===== src/vbsd_pkg.sv =====
// ----------------------------------------------------------------------------
// vbsd_pkg
// Shared constants and a helper for the variable-length integer byte decoder.
// ----------------------------------------------------------------------------
`default_nettype none

package vbsd_pkg;

	// Longest item accepted, leading byte included (1 to 8)
	localparam int unsigned MAX_BYTES = 8;

	localparam int unsigned VALUE_W = 64;
	localparam int unsigned LEN_W   = 4;
	localparam int unsigned BYTE_W  = 8;

	localparam logic [LEN_W-1:0] MAX_LEN = LEN_W'(MAX_BYTES);

	// Count of zero bits above the first one bit of a byte, 8 for a zero byte
	function automatic logic [LEN_W-1:0] lead_zeros(input logic [BYTE_W-1:0] b);
		logic [LEN_W-1:0] n;
		logic             found;
		n     = LEN_W'(BYTE_W);
		found = 1'b0;
		for (int i = BYTE_W - 1; i >= 0; i--) begin
			if (!found && b[i]) begin
				n     = LEN_W'(BYTE_W - 1 - i);
				found = 1'b1;
			end
		end
		return n;
	endfunction

endpackage

`default_nettype wire


===== src/varint_byte_stream_decoder_core.sv =====
// ----------------------------------------------------------------------------
// varint_byte_stream_decoder_core
// Variable-length unsigned integer decoder, one stream byte per cycle while the output is not stalled.
// ----------------------------------------------------------------------------
// Usage:
//   The input channel (in_valid / in_stall / data_byte) carries one raw byte
//   per transaction. The leading zero bits of a leading byte give how many
//   further bytes follow; the data bits are gathered big-endian into value.
//   The output channel (out_valid / out_stall / value, byte_length,
//   overlong_bytes) carries one transaction per completed item. A zero
//   leading byte completes at once with value 0.
//   An item's last byte enters the input register when it is taken and is
//   decoded from there into the result register, which offers the result;
//   a stalled result can hold the byte in the input register. Throughput: one
//   byte per cycle while the output is not stalled, set by the single decode
//   step between the input register and the result register.
//   Reset clears both registers' valid flags and the item in progress, so the
//   next byte is taken as a leading byte.
//   While the receiver stalls a pending result, the input register holds its
//   byte and in_stall rises once that register is occupied; no byte is lost.
// ----------------------------------------------------------------------------
`default_nettype none

module varint_byte_stream_decoder_core
	import vbsd_pkg::*;
(
	input  wire logic                clk,
	input  wire logic                arst_n,

	input  wire logic                in_valid,
	output logic                     in_stall,
	input  wire logic [BYTE_W-1:0]   data_byte,

	output logic                     out_valid,
	input  wire logic                out_stall,
	output logic [VALUE_W-1:0]       value,
	output logic [LEN_W-1:0]         byte_length,
	output logic [LEN_W-1:0]         overlong_bytes
);

	// Input register
	logic              valid_s1;
	logic [BYTE_W-1:0] byte_s1;

	// Item in progress
	logic [2:0]         rem_q;
	logic [VALUE_W-1:0] acc_q;
	logic [LEN_W-1:0]   len_q;
	logic [LEN_W-1:0]   zrun_q;
	logic               still_zero_q;

	// Result register
	logic               out_valid_q;
	logic [VALUE_W-1:0] value_q;
	logic [LEN_W-1:0]   len_out_q;
	logic [LEN_W-1:0]   ovl_out_q;

	logic advance;
	logic process;

	assign advance  = !out_valid_q || !out_stall;
	assign process  = valid_s1 && advance;
	assign in_stall = valid_s1 && !advance;

	// Decode of the byte in the input register
	logic [2:0]         rem_n;
	logic [VALUE_W-1:0] acc_n;
	logic [LEN_W-1:0]   len_n;
	logic [LEN_W-1:0]   zrun_n;
	logic               still_zero_n;
	logic               emit;
	logic [VALUE_W-1:0] res_value;
	logic [LEN_W-1:0]   res_len;
	logic [LEN_W-1:0]   res_ovl;
	logic [LEN_W-1:0]   cnt;
	logic [LEN_W-1:0]   lead_len;
	logic [BYTE_W-1:0]  bits;
	logic [VALUE_W-1:0] lead_acc;
	logic [2:0]         rem_dec;

	always_comb begin
		cnt          = lead_zeros(byte_s1);
		lead_len     = cnt + LEN_W'(1);
		bits         = byte_s1 & (8'hFF >> lead_len);
		lead_acc     = VALUE_W'(bits) << {cnt[2:0], 3'b000};
		rem_dec      = rem_q - 3'd1;

		rem_n        = rem_q;
		acc_n        = acc_q;
		len_n        = len_q;
		zrun_n       = zrun_q;
		still_zero_n = still_zero_q;
		emit         = 1'b0;
		res_value    = acc_q;
		res_len      = len_q;
		res_ovl      = zrun_q;

		if (rem_q == 3'd0) begin
			if (byte_s1 == '0) begin
				emit      = 1'b1;
				res_value = '0;
				res_len   = LEN_W'(1);
				res_ovl   = '0;
			end else if (lead_len > MAX_LEN) begin
				// drop: announced length does not fit
				emit = 1'b0;
			end else begin
				res_value = lead_acc;
				res_len   = lead_len;
				res_ovl   = (bits == '0) ? LEN_W'(1) : '0;
				if (cnt == '0) begin
					emit = 1'b1;
				end else begin
					rem_n        = cnt[2:0];
					acc_n        = lead_acc;
					len_n        = lead_len;
					zrun_n       = res_ovl;
					still_zero_n = (bits == '0);
				end
			end
		end else begin
			acc_n = acc_q | (VALUE_W'(byte_s1) << {rem_dec, 3'b000});
			if (still_zero_q) begin
				if (byte_s1 == '0) begin
					zrun_n = zrun_q + LEN_W'(1);
				end else begin
					still_zero_n = 1'b0;
				end
			end
			rem_n     = rem_dec;
			res_value = acc_n;
			res_len   = len_q;
			res_ovl   = zrun_n;
			emit      = (rem_dec == 3'd0);
		end

		// Return to the idle item state once a result leaves
		if (emit) begin
			rem_n        = '0;
			acc_n        = '0;
			len_n        = '0;
			zrun_n       = '0;
			still_zero_n = 1'b1;
		end
	end

	always_ff @(posedge clk or negedge arst_n) begin
		if (!arst_n) begin
			valid_s1     <= 1'b0;
			byte_s1      <= '0;
			rem_q        <= '0;
			acc_q        <= '0;
			len_q        <= '0;
			zrun_q       <= '0;
			still_zero_q <= 1'b1;
			out_valid_q  <= 1'b0;
			value_q      <= '0;
			len_out_q    <= '0;
			ovl_out_q    <= '0;
		end else begin
			if (in_valid && !in_stall) begin
				valid_s1 <= 1'b1;
				byte_s1  <= data_byte;
			end else if (process) begin
				valid_s1 <= 1'b0;
			end

			if (process) begin
				rem_q        <= rem_n;
				acc_q        <= acc_n;
				len_q        <= len_n;
				zrun_q       <= zrun_n;
				still_zero_q <= still_zero_n;
			end

			if (advance) begin
				out_valid_q <= process && emit;
				if (process && emit) begin
					value_q   <= res_value;
					len_out_q <= res_len;
					ovl_out_q <= res_ovl;
				end
			end
		end
	end

	assign out_valid      = out_valid_q;
	assign value          = value_q;
	assign byte_length    = len_out_q;
	assign overlong_bytes = ovl_out_q;

	// An item in progress has consumed at least its leading byte
	assert property (@(posedge clk) disable iff (!arst_n)
		(rem_q != 3'd0) |-> (len_q > LEN_W'(rem_q)))
		else $error("item length not above remaining byte count");

	// A blocked input register keeps its byte
	assert property (@(posedge clk) disable iff (!arst_n)
		(valid_s1 && !advance) |=> (valid_s1 && $stable(byte_s1)))
		else $error("input register changed while blocked");

	// Input backpressure comes only from a stalled pending result
	assert property (@(posedge clk) disable iff (!arst_n)
		in_stall |-> (out_valid_q && out_stall && valid_s1))
		else $error("input stalled without output backpressure");

endmodule

`default_nettype wire

===== config.mk =====
export PLATFORM = sky130hd
export DESIGN_NAME = varint_byte_stream_decoder_core
export DESIGN_NICKNAME = d
export VERILOG_FILES = /design/src/vbsd_pkg.sv /design/src/varint_byte_stream_decoder_core.sv
export SDC_FILE = /design/constraint.sdc
export NUM_CORES = 1
export LEC_CHECK = 0
export ABC_AREA = 1
export BUFFER_PORTS_ARGS = -buffer_cell sky130_fd_sc_hd__buf_2
export CAP_MARGIN = 5
export CORE_ASPECT_RATIO = 1.25
export CORE_MARGIN = 5
export CORE_UTILIZATION = 60
export CTS_BUF_LIST = sky130_fd_sc_hd__clkbuf_16
export DETAILED_ROUTE_END_ITERATION = 10
export PLACE_DENSITY = 0.8
export SLEW_MARGIN = 5
export SYNTH_ARGS = -nofsm -noshare
export SYNTH_HDL_FRONTEND = slang
export SYNTH_SLANG_ARGS = --single-unit

===== constraint.sdc =====
create_clock -name clk -period 3.4 [get_ports clk]
set_input_delay 0.34 -clock clk [delete_from_list [all_inputs] [get_ports clk]]
set_output_delay 0.34 -clock clk [all_outputs]
set_load 0.02 [all_outputs]

==> out/metrics.yaml, run 1 <==
status: "finished, violations left"
violations: "negative hold slack"
ys_seq_area_frac: 0.469
comb_power_share: 0.529
p_sw_frac: 0.473
wirelength_um: 24600
clk_pin_slew_worst_paths_ps: 60
ir_worst_vdd_uv: 569
yosys.area.top_type: "dfrtp_1"
synth.avg_cell_area_um2: 7.54
insertion_delay_ps: 430
ys_ff_latch: 158
wire_per_inst_um: 17.9
worst_hold_slack_ps: -31.7
cts_resized: 0
avgViaCountPerCell: 5.88
antenna_cells: 0
rsz0062_at_grt: "false"
synth.distinct_cells: 38
core_area_um2: 13800
cts-root-buf: "clkbuf_16"
first_iter_violations: 1003
grt_pass1_wl_um: 40400
grt_pass1_vias: 7790
nNetsFinal: 1207
path_delay_family: "simple AND/OR/NAND/NOR gates"
setup_violations: 0
cts_tree: "yes"
worst_pin_slew_ps: 789
p_clk_frac: 0.183
numCtsBuffers: 17
crit_path_max_incr_delay_ps: 440
hold_class: "in2async"
grt_antenna_before_repair: 0
dieArea_um2: 16500
place.gp.congestion: 1.02
start_util: 0.611
synthTopCellsByArea: "dfrtp_1 (47%), nand2_1 (14%), o21ai_0 (7.0%)"
fmax_ghz: 0.342
drt-pass1-iter-count: 6
fill_cells: 1153
ys_warn_count: 0
async_flop_share: 1.00
synth_most_common_cell: "nand2_1"
synth_fp_nets: 1139
die_w_um: 116
drc: 0
placed_cells: 1343
vias: 8076
pin_count: 86
drv_slew: 0
critPathLaunchType: "flop"
path_class: "reg2reg"
drive_above_1_share: 0.156
p_int_mw: 5.71
grt_max_degree: 90
fin_crit_sh: 0.860
fp.dieH_um: 143
cp_num_buf_inv: 4
synth_area_um2: 8430
critical_path_arrival_ps: 3270
maxCapViolations: 0
critPathMaxFanout: 25
slowest_stage: "dfrtp_1"
leakagePower_nw: 4.74
post-cts-setup-buffer-count: 0
clock_sinks: 158
clock_path_buffers: 2
syn_inst: 1119
port_buffers: 85
grt_usage: 0.312
holdBufCountCts: 0
overflow: 0
hold_viol: 36
place_hpwl_um: 16800
ys.flop_type: "dfrtp_1"
num_rows: 48
cp.required_ps: 3740
fin_util: 0.702
clock_skew_ps: 6.95
h-tree-depth: 4
synth-edff-count: 0
relSlewSlack: 0.474
final_cells: 1374
seqPwrFrac: 0.288
final_area_um2: 9700
powerDensity_nw_per_um2: 1120
finalSetupTns_ps: 0
crit_chain: "nor2_2 > nand2_1 > nor2_1 > nand3_1 > nand3_1 > inv_1 > ha_1 > inv_1 > o21ai_2 > nand2_1 > inv_1 > nor2_2 > buf_4 > nand3_1 > o21ai_0"
ant_nets: 0
synth_top_area_frac: 0.466
place_area_um2: 9100
switching_power_mw: 5.12
cp-end-kind: "flop"
synthTopCellsByCount: "nand2_1 (311), dfrtp_1 (157), o21ai_0 (118)"
syn2layout_area_growth_pct: 15.0
layout_min_cycle_time_ps: 2930
==> state kept, by name, indices dropped and copies added (netlist names) <==
name,flops
byte_length,4
out_valid,1
still_zero_q,1
value,64
overlong_bytes,4
acc_q,64
valid_s1,1
zrun_q,4
rem_q,3
byte_s1,8
len_q,4
==> cells in the final DEF (no fill, tap or decap), types with 17 or more instances in the layout <==
cell type / count
nand2_1: 310
nor3_1: 32
nand3_1: 70
clkbuf_16: 17
o22ai_1: 29
a21oi_1: 50
buf_2: 84
dfrtp_1: 157
o21ai_0: 118
a31oi_1: 27
nor2_1: 67
inv_1: 115
buf_4: 27
==> final timing paths <==
check | from | end | slack (ps) | cells past startpoint
worst max-delay path | byte_s1[5] | acc_q[4] | 470 | 15
worst min-delay path | arst_n | value[30] | -30 | 1
worst max register to register | byte_s1[5] | acc_q[4] | 470 | 15
worst min register to register | value[0] | value[0] | 480 | 2
max in group asynchronous | arst_n | byte_s1[7] | 2530 | 2
min in group clk | out_stall | out_valid | 150 | 3
==> final cells by class <==
cell class                 instances  area [um2]  area share
clock buffer                      17         425      0.0439
timing repair buffer             118         754      0.0778
clock inverter                    14         176      0.0182
tap                              175         219      0.0226
multi-input combinational        770        3710       0.382
inverter                         122         463      0.0477
sequential                       158        3960       0.408
==> cells by family (layout without fill, tap and decap cells) <==
family                   Yosys count  after routing  share of synthesized area
AO/OA/AOI/OAI                    256            256                      0.176
AND/OR/NAND/NOR                  505            505                      0.250
adder cells (fa/ha/maj)            8              8                     0.0119
XOR/XNOR                           1              1                    0.00104
flip-flops                       158            158                      0.469
buffers and inverters            191            271                     0.0927
==> stage by stage <==
stage	power, mW	hold slack [ps]	worst slack, ps
finish	10.8	-31.7	475
global route	11.6	53.7	242
CTS	10.8	5.36	546
detailed placement	8.76	456	598
global placement	8.63	458	620
floorplan	6.99	44.4	781
==> power by group through the flow <==
stage                     clock [mW]  sequential [mW]  combinational, mW
after floorplan                    0             3.61               3.38
after global placement             0             3.12               5.51
after detailed placement           0             3.14               5.62
after CTS                       1.99             3.12               5.66
after global routing            2.08             3.22               6.31
final                           1.98             3.12               5.73
==> layer usage <==
layer / global-route usage / routed length (um) / up-vias
li1: - / - / 3804
met1: 0.410 / 9890 / 3777
met2: 0.493 / 11500 / 405
met3: 0.0561 / 1940 / 90
met4: 0.164 / 1300 / 0
met5: 0 / 0 / -
(Power assumes the default switching activity.)
==> run 2, diff against run 1 <==
==> constraint.sdc (replaced) <==
create_clock -name clk -period 3.4 [get_ports clk]
set_input_delay 0.17 -clock clk [delete_from_list [all_inputs] [get_ports clk]]
set_output_delay 0.17 -clock clk [all_outputs]
set_load 0.02 [all_outputs]
==> out/metrics.yaml, run 2 (same netlist as run 1, synthesis figures left out) <==
status: "complete, no violations"
dieArea_um2: 16500
r2r_cells: 18
wirelength_um: 24200
mostFrequentLayoutCells: "nand2_1 (310), dfrtp_1 (157), inv_1 (119)"
leakagePower_nw: 4.75
drt-pass1-iter-count: 9
h-tree-depth: 4
syn2layout_area_growth_pct: 15.1
cp_num_buf_inv: 4
cp-endpoint: "value[4]"
fin_util: 0.703
rsz0062_at_grt: "false"
fp.dieH_um: 143
final_common_cell: "nand2_1"
ir_worst_vdd_uv: 579
path_delay_family: "simple AND/OR/NAND/NOR gates"
start_util: 0.611
cp.required_ps: 3770
fin_crit_sh: 0.874
antenna_cells: 0
reg2reg_slack_ps: 430
pre_cts_slack_ps: 304
grt_usage: 0.307
path_class: "reg2reg"
critical_path_arrival_ps: 3340
hold_viol: 0
clock_path_buffers: 2
place_hpwl_um: 16500
critPathLaunchType: "flop"
avgViaCountPerCell: 5.83
nNetsFinal: 1207
r2r_start: "byte_s1[7]"
clk_pin_slew_worst_paths_ps: 60
grt_pass1_vias: 7692
cp-end-kind: "flop"
first_iter_violations: 803
hold_class: "in2reg"
worst_pin_slew_ps: 758
critPathMaxFanout: 23
cp-startpoint: "byte_s1[7]"
numCtsBuffers: 17
setup_violations: 0
pin_count: 86
finalSetupTns_ps: 0
regToRegEndpoint: "value[4]"
powerDensity_nw_per_um2: 1100
grt_antenna_before_repair: 0
crit_chain: "nor2_1 > nand2_1 > nor2_1 > nand2_1 > inv_1 > nor2_4 > inv_2 > ha_1 > inv_1 > nand2_2 > nand2_2 > nand2_2 > nand2_4 > buf_4 > o21ai_0 > a21oi_1 > o21ai_0 > nand2_1"
num_rows: 48
slowest_stage: "dfrtp_1"
cp_num_cells: 18
cts_tree: "yes"
fmax_ghz: 0.336
clock_sinks: 158
core_area_um2: 13800
drc: 0
place.gp.congestion: 1.01
setup_slack_ps: 428
grt_pass1_wl_um: 39800
drive_above_1_share: 0.149
vias: 8008
grt_max_degree: 79
layout_min_cycle_time_ps: 2970
cts-root-buf: "clkbuf_16"
overflow: 0
relSlewSlack: 0.495
insertion_delay_ps: 430
ant_nets: 0
drv_slew: 0
port_buffers: 85
crit_path_max_incr_delay_ps: 430
clock_skew_ps: 7.51
die_w_um: 116
maxCapViolations: 0
wire_per_inst_um: 17.6
==> run 2: worst min-delay path by stage <==
stage	depth (start not counted)	to	startpoint	slack, ps
after global placement	1	value[61]	arst_n	250
final	3	byte_s1[5]	data_byte[5]	20
after floorplan	0	acc_q[0]	arst_n	-130
after CTS	3	byte_s1[5]	data_byte[5]	10
after detailed placement	1	value[61]	arst_n	250
after global routing	3	byte_s1[5]	data_byte[5]	30
==> run 2: final cells by class <==
class / count / area [um2]
Timing Repair Buffer: 118 / 795
Inverter: 122 / 463
Sequential cell: 158 / 3960
Clock inverter: 13 / 135
Tap cell: 175 / 219
Fill cell: 1149 / 4110
Clock buffer: 17 / 425
Multi-Input combinational cell: 770 / 3710
==> run 2: layer usage <==
| metal | GRT usage | part of all wire | vias up | wire length [um] |
|---|---|---|---|---|
| met3 | 0.0481 | 0.072 | 67 | 1750 |
| met1 | 0.413 | 0.41 | 3727 | 9910 |
| met2 | 0.488 | 0.48 | 405 | 11600 |
| li1 | - | - | 3809 | - |
| met5 | 0 | 0 | - | 0 |
| met4 | 0.141 | 0.038 | 0 | 924 |
==> run 2: worst reg2reg max path, delay by kind of cell (launching register included) <==
family	cells	cell delay, ps
DFF	1	430
AOI/OAI and AO/OA	3	450
adders and majority gates	1	250
and+or+nand+nor	10	1210
buffers and inverters	4	560
==> run 2: timing repair <==
action                                 CTS  global route
buffers inserted                         0             0
endpoints found under the hold margin   80             0
setup endpoints to repair                0             3
gates resized for setup                  0             1
hold buffers                             6             0
==> run 2: per-stage QoR <==
stage / power (mW) / std cells / hold slack (ps) / cell area (um2)
after floorplan: 6.99 / 1119 / -126 / 8430
after global placement: 8.58 / 1337 / 250 / 9080
after detailed placement: 8.70 / 1337 / 248 / 9080
after CTS: 10.6 / 1373 / 14.9 / 9700
after global routing: 11.4 / 1373 / 26.5 / 9700
final: 10.7 / 1373 / 22.9 / 9700
==> run 2: report_power, final <==
part / total [mW] / internal [mW] / switching [mW] / leakage [nW]
registers: 3.13 / 2.71 / 0.417 / 2.00
clock network: 1.87 / 1.13 / 0.742 / 0.294
logic: 5.67 / 1.76 / 3.91 / 2.46
